**config.mk**
```make
export PLATFORM = sky130hd
export DESIGN_NAME = integer_to_text_formatter
export DESIGN_NICKNAME = d
export VERILOG_FILES = /design/src/hdl/itf_pkg.sv /design/src/hdl/integer_to_text_formatter.sv /design/src/hdl/itf_ctrl.sv /design/src/hdl/itf_dp.sv
export SDC_FILE = /design/constraint.sdc
export NUM_CORES = 2
export LEC_CHECK = 0
export ABC_CLOCK_PERIOD_IN_PS = 14100
export BUFFER_PORTS_ARGS = -buffer_cell sky130_fd_sc_hd__buf_2
export CORE_MARGIN = 2
export CORE_UTILIZATION = 50
export DETAILED_ROUTE_END_ITERATION = 8
export PLACE_DENSITY = 0.7
export SLEW_MARGIN = 30
export SYNTH_ARGS = -nofsm -noshare
export SYNTH_HDL_FRONTEND = slang
export SYNTH_SLANG_ARGS = --single-unit
export TNS_END_PERCENT = 10
```
**constraint.sdc**
```tcl
create_clock -name clk -period 14.1 [get_ports clk]
set_clock_uncertainty 0.15 [all_clocks]
set_input_delay 2.82 -clock clk [delete_from_list [all_inputs] [get_ports clk]]
set_output_delay 2.82 -clock clk [all_outputs]
set_load 0.005 [all_outputs]
```
**src/hdl/itf_pkg.sv**
```systemverilog
package itf_pkg;

  localparam int unsigned VALUE_W = 32;
  localparam int unsigned WIDTH_W = 6;
  localparam int unsigned CMD_W   = 3;
  localparam int unsigned CHAR_W  = 8;

  localparam logic [CMD_W-1:0] CMD_OCT  = 3'd0;
  localparam logic [CMD_W-1:0] CMD_SDEC = 3'd1;
  localparam logic [CMD_W-1:0] CMD_UDEC = 3'd2;
  localparam logic [CMD_W-1:0] CMD_HEXL = 3'd3;
  localparam logic [CMD_W-1:0] CMD_HEXU = 3'd4;

  localparam logic [CHAR_W-1:0] CH_ZERO  = 8'h30;
  localparam logic [CHAR_W-1:0] CH_UPPER = 8'h41;
  localparam logic [CHAR_W-1:0] CH_LOWER = 8'h61;
  localparam logic [CHAR_W-1:0] CH_MINUS = 8'h2D;
  localparam logic [CHAR_W-1:0] CH_SPACE = 8'h20;

  typedef struct packed {
    logic load;
    logic mul;
    logic dig;
    logic prep;
    logic emit_sign;
    logic emit_pad;
    logic emit_dig;
  } itf_cmd_t;

  typedef struct packed {
    logic in_dec;
    logic dec;
    logic q_zero;
    logic neg;
    logic pad_zero;
    logic idx_zero;
    logic out_free;
  } itf_sts_t;

  function automatic logic [CHAR_W-1:0] digit_char(input logic [3:0] d, input logic upper);
    logic [CHAR_W-1:0] base;
    base = upper ? CH_UPPER : CH_LOWER;
    if (d > 4'd9) begin
      return base + {4'd0, d} - 8'd10;
    end
    return CH_ZERO + {4'd0, d};
  endfunction

endpackage

```
**src/hdl/integer_to_text_formatter.sv**
```systemverilog
// Channel  Direction  Handshake            Word
// in_      input      in_valid / in_stall  in_cmd, in_value, in_width, in_zero_pad
// out_     output     out_valid/out_stall  out_char, out_last
//
// A decimal digit passes through the multiply state before the digit state, as the
// reciprocal multiplier is registered before the remainder is formed; octal and hex
// digits need only the digit state. Each item passes through load, the digit states,
// a prep state and a sign state that is always visited, even with no sign, and then
// emits its pad characters and its digits, waiting while the output is not free.
// Reset is synchronous and active low; the digit store needs no clearing.
// A stalled output holds the character stage; the next item is taken while
// the final character of the previous one still waits.
module integer_to_text_formatter #(
  parameter int unsigned MAX_WIDTH = 32,
  parameter int unsigned WORD_BITS = 32
) (
  input  logic                          clk,
  input  logic                          rst_n,
  input  logic                          in_valid,
  output logic                          in_stall,
  input  logic [itf_pkg::CMD_W-1:0]     in_cmd,
  input  logic [itf_pkg::VALUE_W-1:0]   in_value,
  input  logic [itf_pkg::WIDTH_W-1:0]   in_width,
  input  logic                          in_zero_pad,
  output logic                          out_valid,
  input  logic                          out_stall,
  output logic [itf_pkg::CHAR_W-1:0]    out_char,
  output logic                          out_last
);
  import itf_pkg::*;

  itf_cmd_t cmd;
  itf_sts_t sts;

  itf_ctrl u_ctrl (
    .clk      (clk),
    .rst_n    (rst_n),
    .in_valid (in_valid),
    .in_stall (in_stall),
    .sts      (sts),
    .cmd      (cmd)
  );

  itf_dp #(
    .MAX_WIDTH (MAX_WIDTH),
    .WORD_BITS (WORD_BITS)
  ) u_dp (
    .clk         (clk),
    .rst_n       (rst_n),
    .in_cmd      (in_cmd),
    .in_value    (in_value),
    .in_width    (in_width),
    .in_zero_pad (in_zero_pad),
    .cmd         (cmd),
    .sts         (sts),
    .out_valid   (out_valid),
    .out_stall   (out_stall),
    .out_char    (out_char),
    .out_last    (out_last)
  );

`ifndef SYNTHESIS
  a_emit_onehot: assert property (@(posedge clk) disable iff (!rst_n)
    $onehot0({cmd.emit_sign, cmd.emit_pad, cmd.emit_dig}))
    else $error("more than one character source selected");

  a_emit_free: assert property (@(posedge clk) disable iff (!rst_n)
    (cmd.emit_sign || cmd.emit_pad || cmd.emit_dig) |-> sts.out_free)
    else $error("character written over a waiting word");

  a_accept_load: assert property (@(posedge clk) disable iff (!rst_n)
    (in_valid && !in_stall) |-> cmd.load)
    else $error("input word accepted without a load");

  a_dec_after_mul: assert property (@(posedge clk) disable iff (!rst_n)
    (cmd.dig && sts.dec) |-> $past(cmd.mul))
    else $error("decimal digit formed without a fresh product");
`endif

endmodule

```
**src/hdl/itf_ctrl.sv**
```systemverilog
module itf_ctrl (
  input  logic             clk,
  input  logic             rst_n,
  input  logic             in_valid,
  output logic             in_stall,
  input  itf_pkg::itf_sts_t sts,
  output itf_pkg::itf_cmd_t cmd
);
  import itf_pkg::*;

  typedef enum logic [2:0] {
    ST_IDLE,
    ST_MUL,
    ST_DIG,
    ST_PREP,
    ST_SIGN,
    ST_PAD,
    ST_DIGS
  } state_t;

  state_t state_r;
  state_t state_nxt;

  always_comb begin
    state_nxt = state_r;
    cmd       = '0;
    case (state_r)
      ST_IDLE: begin
        if (in_valid) begin
          cmd.load  = 1'b1;
          state_nxt = sts.in_dec ? ST_MUL : ST_DIG;
        end
      end
      ST_MUL: begin
        cmd.mul   = 1'b1;
        state_nxt = ST_DIG;
      end
      ST_DIG: begin
        cmd.dig = 1'b1;
        if (sts.q_zero) begin
          state_nxt = ST_PREP;
        end else begin
          state_nxt = sts.dec ? ST_MUL : ST_DIG;
        end
      end
      ST_PREP: begin
        cmd.prep  = 1'b1;
        state_nxt = ST_SIGN;
      end
      ST_SIGN: begin
        if (!sts.neg) begin
          state_nxt = ST_PAD;
        end else if (sts.out_free) begin
          cmd.emit_sign = 1'b1;
          state_nxt     = ST_PAD;
        end
      end
      ST_PAD: begin
        if (sts.pad_zero) begin
          state_nxt = ST_DIGS;
        end else if (sts.out_free) begin
          cmd.emit_pad = 1'b1;
        end
      end
      ST_DIGS: begin
        if (sts.out_free) begin
          cmd.emit_dig = 1'b1;
          if (sts.idx_zero) begin
            state_nxt = ST_IDLE;
          end
        end
      end
      default: begin
        state_nxt = ST_IDLE;
      end
    endcase
  end

  always_ff @(posedge clk) begin
    if (!rst_n) begin
      state_r <= ST_IDLE;
    end else begin
      state_r <= state_nxt;
    end
  end

  assign in_stall = (state_r != ST_IDLE);

endmodule

```
**src/hdl/itf_dp.sv**
```systemverilog
module itf_dp #(
  parameter int unsigned MAX_WIDTH = 32,
  parameter int unsigned WORD_BITS = 32
) (
  input  logic                          clk,
  input  logic                          rst_n,
  input  logic [itf_pkg::CMD_W-1:0]     in_cmd,
  input  logic [itf_pkg::VALUE_W-1:0]   in_value,
  input  logic [itf_pkg::WIDTH_W-1:0]   in_width,
  input  logic                          in_zero_pad,
  input  itf_pkg::itf_cmd_t             cmd,
  output itf_pkg::itf_sts_t             sts,
  output logic                          out_valid,
  input  logic                          out_stall,
  output logic [itf_pkg::CHAR_W-1:0]    out_char,
  output logic                          out_last
);
  import itf_pkg::*;

  localparam int unsigned W     = WORD_BITS;
  localparam int unsigned CNT_W = $clog2(MAX_WIDTH + 1);
  localparam int unsigned IDX_W = $clog2(MAX_WIDTH);
  localparam logic [W-1:0] RECIP = W'(((64'd1 << (W + 3)) + 64'd9) / 64'd10);

  typedef enum logic [1:0] {
    RAD_OCT,
    RAD_DEC,
    RAD_HEX
  } radix_t;

  logic [CHAR_W-1:0] mem [MAX_WIDTH];

  logic [W-1:0]       rem_r,    rem_nxt;
  logic [2*W-1:0]     prod_r,   prod_nxt;
  radix_t             rad_r,    rad_nxt;
  logic               upper_r,  upper_nxt;
  logic               neg_r,    neg_nxt;
  logic               zpad_r,   zpad_nxt;
  logic [WIDTH_W-1:0] wid_r,    wid_nxt;
  logic [CNT_W-1:0]   count_r,  count_nxt;
  logic [WIDTH_W-1:0] pad_r,    pad_nxt;
  logic [IDX_W-1:0]   idx_r,    idx_nxt;
  logic [CHAR_W-1:0]  rd_data_r;
  logic               ovld_r,   ovld_nxt;
  logic [CHAR_W-1:0]  ochar_r,  ochar_nxt;
  logic               olast_r,  olast_nxt;

  logic               in_dec;
  radix_t             in_rad;
  logic               in_upper;
  logic               in_neg;
  logic [W-1:0]       in_word;
  logic [W-1:0]       quot;
  logic [3:0]         dig;
  logic [3:0]         tenq_lo;
  logic [CHAR_W-1:0]  dig_ch;
  logic               out_free;
  logic               do_write;
  logic [WIDTH_W-1:0] cnt_ext;

  always_comb begin
    in_rad   = RAD_DEC;
    in_upper = 1'b0;
    case (in_cmd)
      CMD_OCT:  in_rad = RAD_OCT;
      CMD_SDEC: in_rad = RAD_DEC;
      CMD_UDEC: in_rad = RAD_DEC;
      CMD_HEXL: in_rad = RAD_HEX;
      CMD_HEXU: begin
        in_rad   = RAD_HEX;
        in_upper = 1'b1;
      end
      default:  in_rad = RAD_DEC;
    endcase
  end

  assign in_dec  = (in_rad == RAD_DEC);
  assign in_neg  = (in_cmd == CMD_SDEC) && in_value[W-1];
  assign in_word = in_neg ? (~in_value[W-1:0] + W'(1)) : in_value[W-1:0];

  always_comb begin
    tenq_lo = 4'd0;
    case (rad_r)
      RAD_OCT: begin
        quot = W'(rem_r >> 3);
        dig  = {1'b0, rem_r[2:0]};
      end
      RAD_HEX: begin
        quot = W'(rem_r >> 4);
        dig  = rem_r[3:0];
      end
      default: begin
        quot    = W'(prod_r[2*W-1:W+3]);
        tenq_lo = {quot[0], 3'b000} + {quot[2:0], 1'b0};
        dig     = rem_r[3:0] - tenq_lo;
      end
    endcase
  end

  assign dig_ch   = digit_char(dig, upper_r);
  assign out_free = !ovld_r || !out_stall;
  assign do_write = cmd.dig && (count_r < CNT_W'(MAX_WIDTH));
  assign cnt_ext  = WIDTH_W'(count_r);

  always_comb begin
    rem_nxt   = rem_r;
    prod_nxt  = prod_r;
    rad_nxt   = rad_r;
    upper_nxt = upper_r;
    neg_nxt   = neg_r;
    zpad_nxt  = zpad_r;
    wid_nxt   = wid_r;
    count_nxt = count_r;
    pad_nxt   = pad_r;
    idx_nxt   = idx_r;
    ovld_nxt  = ovld_r && out_stall;
    ochar_nxt = ochar_r;
    olast_nxt = olast_r;

    if (cmd.load) begin
      rem_nxt   = in_word;
      rad_nxt   = in_rad;
      upper_nxt = in_upper;
      neg_nxt   = in_neg;
      zpad_nxt  = in_zero_pad;
      wid_nxt   = (in_width > WIDTH_W'(MAX_WIDTH)) ? WIDTH_W'(MAX_WIDTH) : in_width;
      count_nxt = '0;
    end
    if (cmd.mul) begin
      prod_nxt = rem_r * RECIP;
    end
    if (cmd.dig) begin
      rem_nxt = quot;
      if (do_write) begin
        count_nxt = count_r + CNT_W'(1);
      end
    end
    if (cmd.prep) begin
      pad_nxt = (wid_r > cnt_ext) ? (wid_r - cnt_ext) : '0;
      idx_nxt = IDX_W'(count_r - CNT_W'(1));
    end
    if (cmd.emit_sign) begin
      ovld_nxt  = 1'b1;
      ochar_nxt = CH_MINUS;
      olast_nxt = 1'b0;
    end
    if (cmd.emit_pad) begin
      ovld_nxt  = 1'b1;
      ochar_nxt = zpad_r ? CH_ZERO : CH_SPACE;
      olast_nxt = 1'b0;
      pad_nxt   = pad_r - WIDTH_W'(1);
    end
    if (cmd.emit_dig) begin
      ovld_nxt  = 1'b1;
      ochar_nxt = rd_data_r;
      olast_nxt = (idx_r == '0);
      idx_nxt   = idx_r - IDX_W'(1);
    end
  end

  always_ff @(posedge clk) begin
    if (!rst_n) begin
      ovld_r  <= 1'b0;
      rem_r   <= '0;
      count_r <= '0;
      rad_r   <= RAD_DEC;
    end else begin
      ovld_r  <= ovld_nxt;
      rem_r   <= rem_nxt;
      count_r <= count_nxt;
      rad_r   <= rad_nxt;
    end
  end

  always_ff @(posedge clk) begin
    prod_r  <= prod_nxt;
    upper_r <= upper_nxt;
    neg_r   <= neg_nxt;
    zpad_r  <= zpad_nxt;
    wid_r   <= wid_nxt;
    pad_r   <= pad_nxt;
    idx_r   <= idx_nxt;
    ochar_r <= ochar_nxt;
    olast_r <= olast_nxt;
  end

  always_ff @(posedge clk) begin
    if (do_write) begin
      mem[count_r[IDX_W-1:0]] <= dig_ch;
    end
    rd_data_r <= mem[idx_nxt];
  end

  assign sts.in_dec   = in_dec;
  assign sts.dec      = (rad_r == RAD_DEC);
  assign sts.q_zero   = (quot == '0);
  assign sts.neg      = neg_r;
  assign sts.pad_zero = (pad_r == '0);
  assign sts.idx_zero = (idx_r == '0);
  assign sts.out_free = out_free;

  assign out_valid = ovld_r;
  assign out_char  = ochar_r;
  assign out_last  = olast_r;

endmodule
```
==> results.cfg <==
[status]
status = complete, no violations

[synthesis]
synth_area_um2 = 31500
synthDominantCellAreaShare_pct = 26.3
netlist_instances = 2838
yosysTopAreaCell = edfxtp_1
synthTopCellsByCount = inv_1, fa_1, ha_1
ys_dominant_reg_cell = edfxtp_1
synth_edf_count = 276
synthArstFlopShare_pct = 0
yosys_warnings = 0
avgSynthCellArea_um2 = 11.1
synth.distinct_cells = 80
ys_seq_area_share_pct = 29.8
syn_nets = 3638
synthTopCellsByArea = edfxtp_1, fa_1, ha_1
synth-seq-cells = 332
yosysMostFrequentCell = inv_1

[placed_design]
io_buffers = 55
dpl.hpwl_mm = 69.0
gp_congestion = 1.06

[global_route]
grt_max_degree = 72
first_global_vias = 22464
grt-ovfl-total = 0
grt_pass1_wl_mm = 130
grt_antenna_before_repair = 1
track_usage_pct = 26.6

[clock_tree]
cts_inserted_buffers = 34
clk_transition_reported_paths_ns = 0.07
cts_setup_buffers = 0
hold_buffers = 0
clockBufferDepth = 3
cts_tree = yes
cts.sinks = 332
cts_htree_levels = 2
clkLatencyLatePin_ns = 0.54
post_cts_resized = 0
cts-root-buf = clkbuf_16

[timing]
fmax_mhz = 115
finalSetupViolations = 0
setup_tns_ns = 0
slew_headroom_pct = 34.8
period_share_pct = 61.8
worst_hold_slack_ns = 0.403
worst_pin_slew_ns = 0.978
finalHoldViolCount = 0
fin_crit_ns = 8.71
rsz0062_at_grt = no
drv_slew = 0

[floorplan]
ios = 57
dieWidth_um = 255
die-area_um2 = 65100
row_count = 92
die_h_um = 255
core_area_um2 = 62700
start_util_pct = 50.3

[flow_run]
maxCapViolations = 0

[critical_path]
critPathKind = reg -> reg
worstPathRequired_ns = 14.35
path_max_fanout = 8
cp.arrival_ns = 8.96
endpoint_kind = flip-flop
start_kind = flip-flop

[route]
ant_nets = 0
vias_per_cell = 5.70
drc_errors = 0
first_iter_violations = 1539
firstDrtPassIters = 5
routed_wl_mm = 84.8
via_count = 21275
wl_per_cell_um = 22.7

[finish]
antennaDiodeCount = 0
area_growth_pct = 7.34
finish.net_count = 3660
drive_gt1_share_pct = 5.96

[hold_path]
hold_class = reg -> reg
## registers in the layout, summed over array words and instances, names as in the netlist
signal and flops:
u_dp.idx_r 5, u_dp.upper_r 1, u_dp.rad_r 2, u_dp.out_char 7, u_dp.out_last 1, u_dp.rd_data_r 7
u_dp.cnt_ext 6, u_dp.wid_r 6, u_dp.pad_r 6, u_dp.rem_r 32, u_dp.zpad_r 1, u_dp.neg_r 1
u_dp.out_valid 1, u_ctrl.state_r 3, u_dp.prod_r 29, u_dp.mem 224
## critical path: stages (launching register included)
cell and delay, ns:
dfxtp_1 0.68, ha_1 0.52, inv_1 0.19, fa_1 0.56, inv_1 0.05, fa_1 0.50, inv_1 0.06, fa_1 0.51
inv_1 0.08, fa_1 0.68, fa_1 0.50, fa_1 0.50, inv_1 0.05, fa_1 0.52, inv_1 0.05, ha_1 0.39
nand4_1 0.14, nor2_1 0.19, o2111a_1 0.47, nor4b_2 0.29, buf_2 0.25, a2111oi_1 0.08, buf_4 0.17, o21ai_1 0.42
nor2_1 0.13, a311oi_1 0.26, o31a_1 0.16
## final timing paths
path                     startpoint               end  slack [ns]  depth (start not counted)
setup / recovery     u_dp.rem_r[19]   u_dp.prod_r[61]        5.39                         26
hold / removal    u_dp.rd_data_r[2]  u_dp.out_char[2]        0.40                          1
setup reg to reg     u_dp.rem_r[19]   u_dp.prod_r[61]        5.39                         26
hold reg to reg   u_dp.rd_data_r[2]  u_dp.out_char[2]        0.40                          1
## area by class of cell
cell class | instances | area (µm²)
fill | 5430 | 28900
multi-input combinational | 1869 | 19800
sequential | 332 | 9410
inverter | 549 | 2060
tap | 846 | 1060
clock buffer | 39 | 870
timing repair buffer | 74 | 415
clock inverter | 23 | 280
## per-layer routing
layer / part of all wire (%) / vias to the layer above / wire, µm / track usage, %
li1: - / 9569 / - / -
met1: 39 / 10707 / 33200 / 33.4
met2: 49 / 795 / 41300 / 45.3
met3: 6.3 / 204 / 5370 / 4.02
met4: 5.8 / 0 / 4880 / 12.8
met5: 0 / - / 0 / 0
## stage by stage
step / worst slack [ns] / cell area [µm²] / util (%) / instances
after CTS: 5.47 / 33900 / 54.0 / 3732
after floorplan: 6.93 / 31500 / - / 2838
after detailed placement: 5.53 / 32700 / 52.1 / 3670
final: 5.39 / 33900 / 54.0 / 3732
after global placement: 4.66 / 32700 / 52.1 / 3669
after global routing: 5.06 / 33900 / 54.0 / 3732
## logic make-up (layout without fill, tap and decap cells)
family | after synthesis | after routing | share of synthesized area, %
adders and majority gates | 754 | 754 | 39.1
buffers and inverters | 637 | 685 | 7.72
and+or+nand+nor | 494 | 494 | 7.56
AOI/OAI and AO/OA | 396 | 396 | 8.57
DFF | 332 | 332 | 29.8
xor gates and xnor gates | 125 | 125 | 3.47
muxes | 99 | 99 | 3.70
other | 1 | 1 | 0.0119
## cells in the final DEF, fill, tap and decap left out, types with 14 or more instances in the layout
master     synthesis  routed
o21a_1            14      14
xnor2_1           60      59
nand2_1          172     170
a311oi_1          30      30
buf_2             15      56
fa_1             387     387
o221ai_1          24      24
o21ai_1           26      24
a21o_1            46      46
dfxtp_1           56      54
mux2i_1           85      85
xor2_1            65      65
clkbuf_16          0      34
a21oi_1           87      85
ha_1             367     367
buf_4              3      18
nand4_1           17      17
and2_1            72      72
nand3_1           26      26
a211oi_1          32      32
edfxtp_1         276     276
nor2_1           115     113
o21ai_0           43      42
inv_1            547     546
mux4_2            14      14
Power is not shown: default switching activity piles up to over one toggle a cycle in this logic, so the estimate is an artifact.
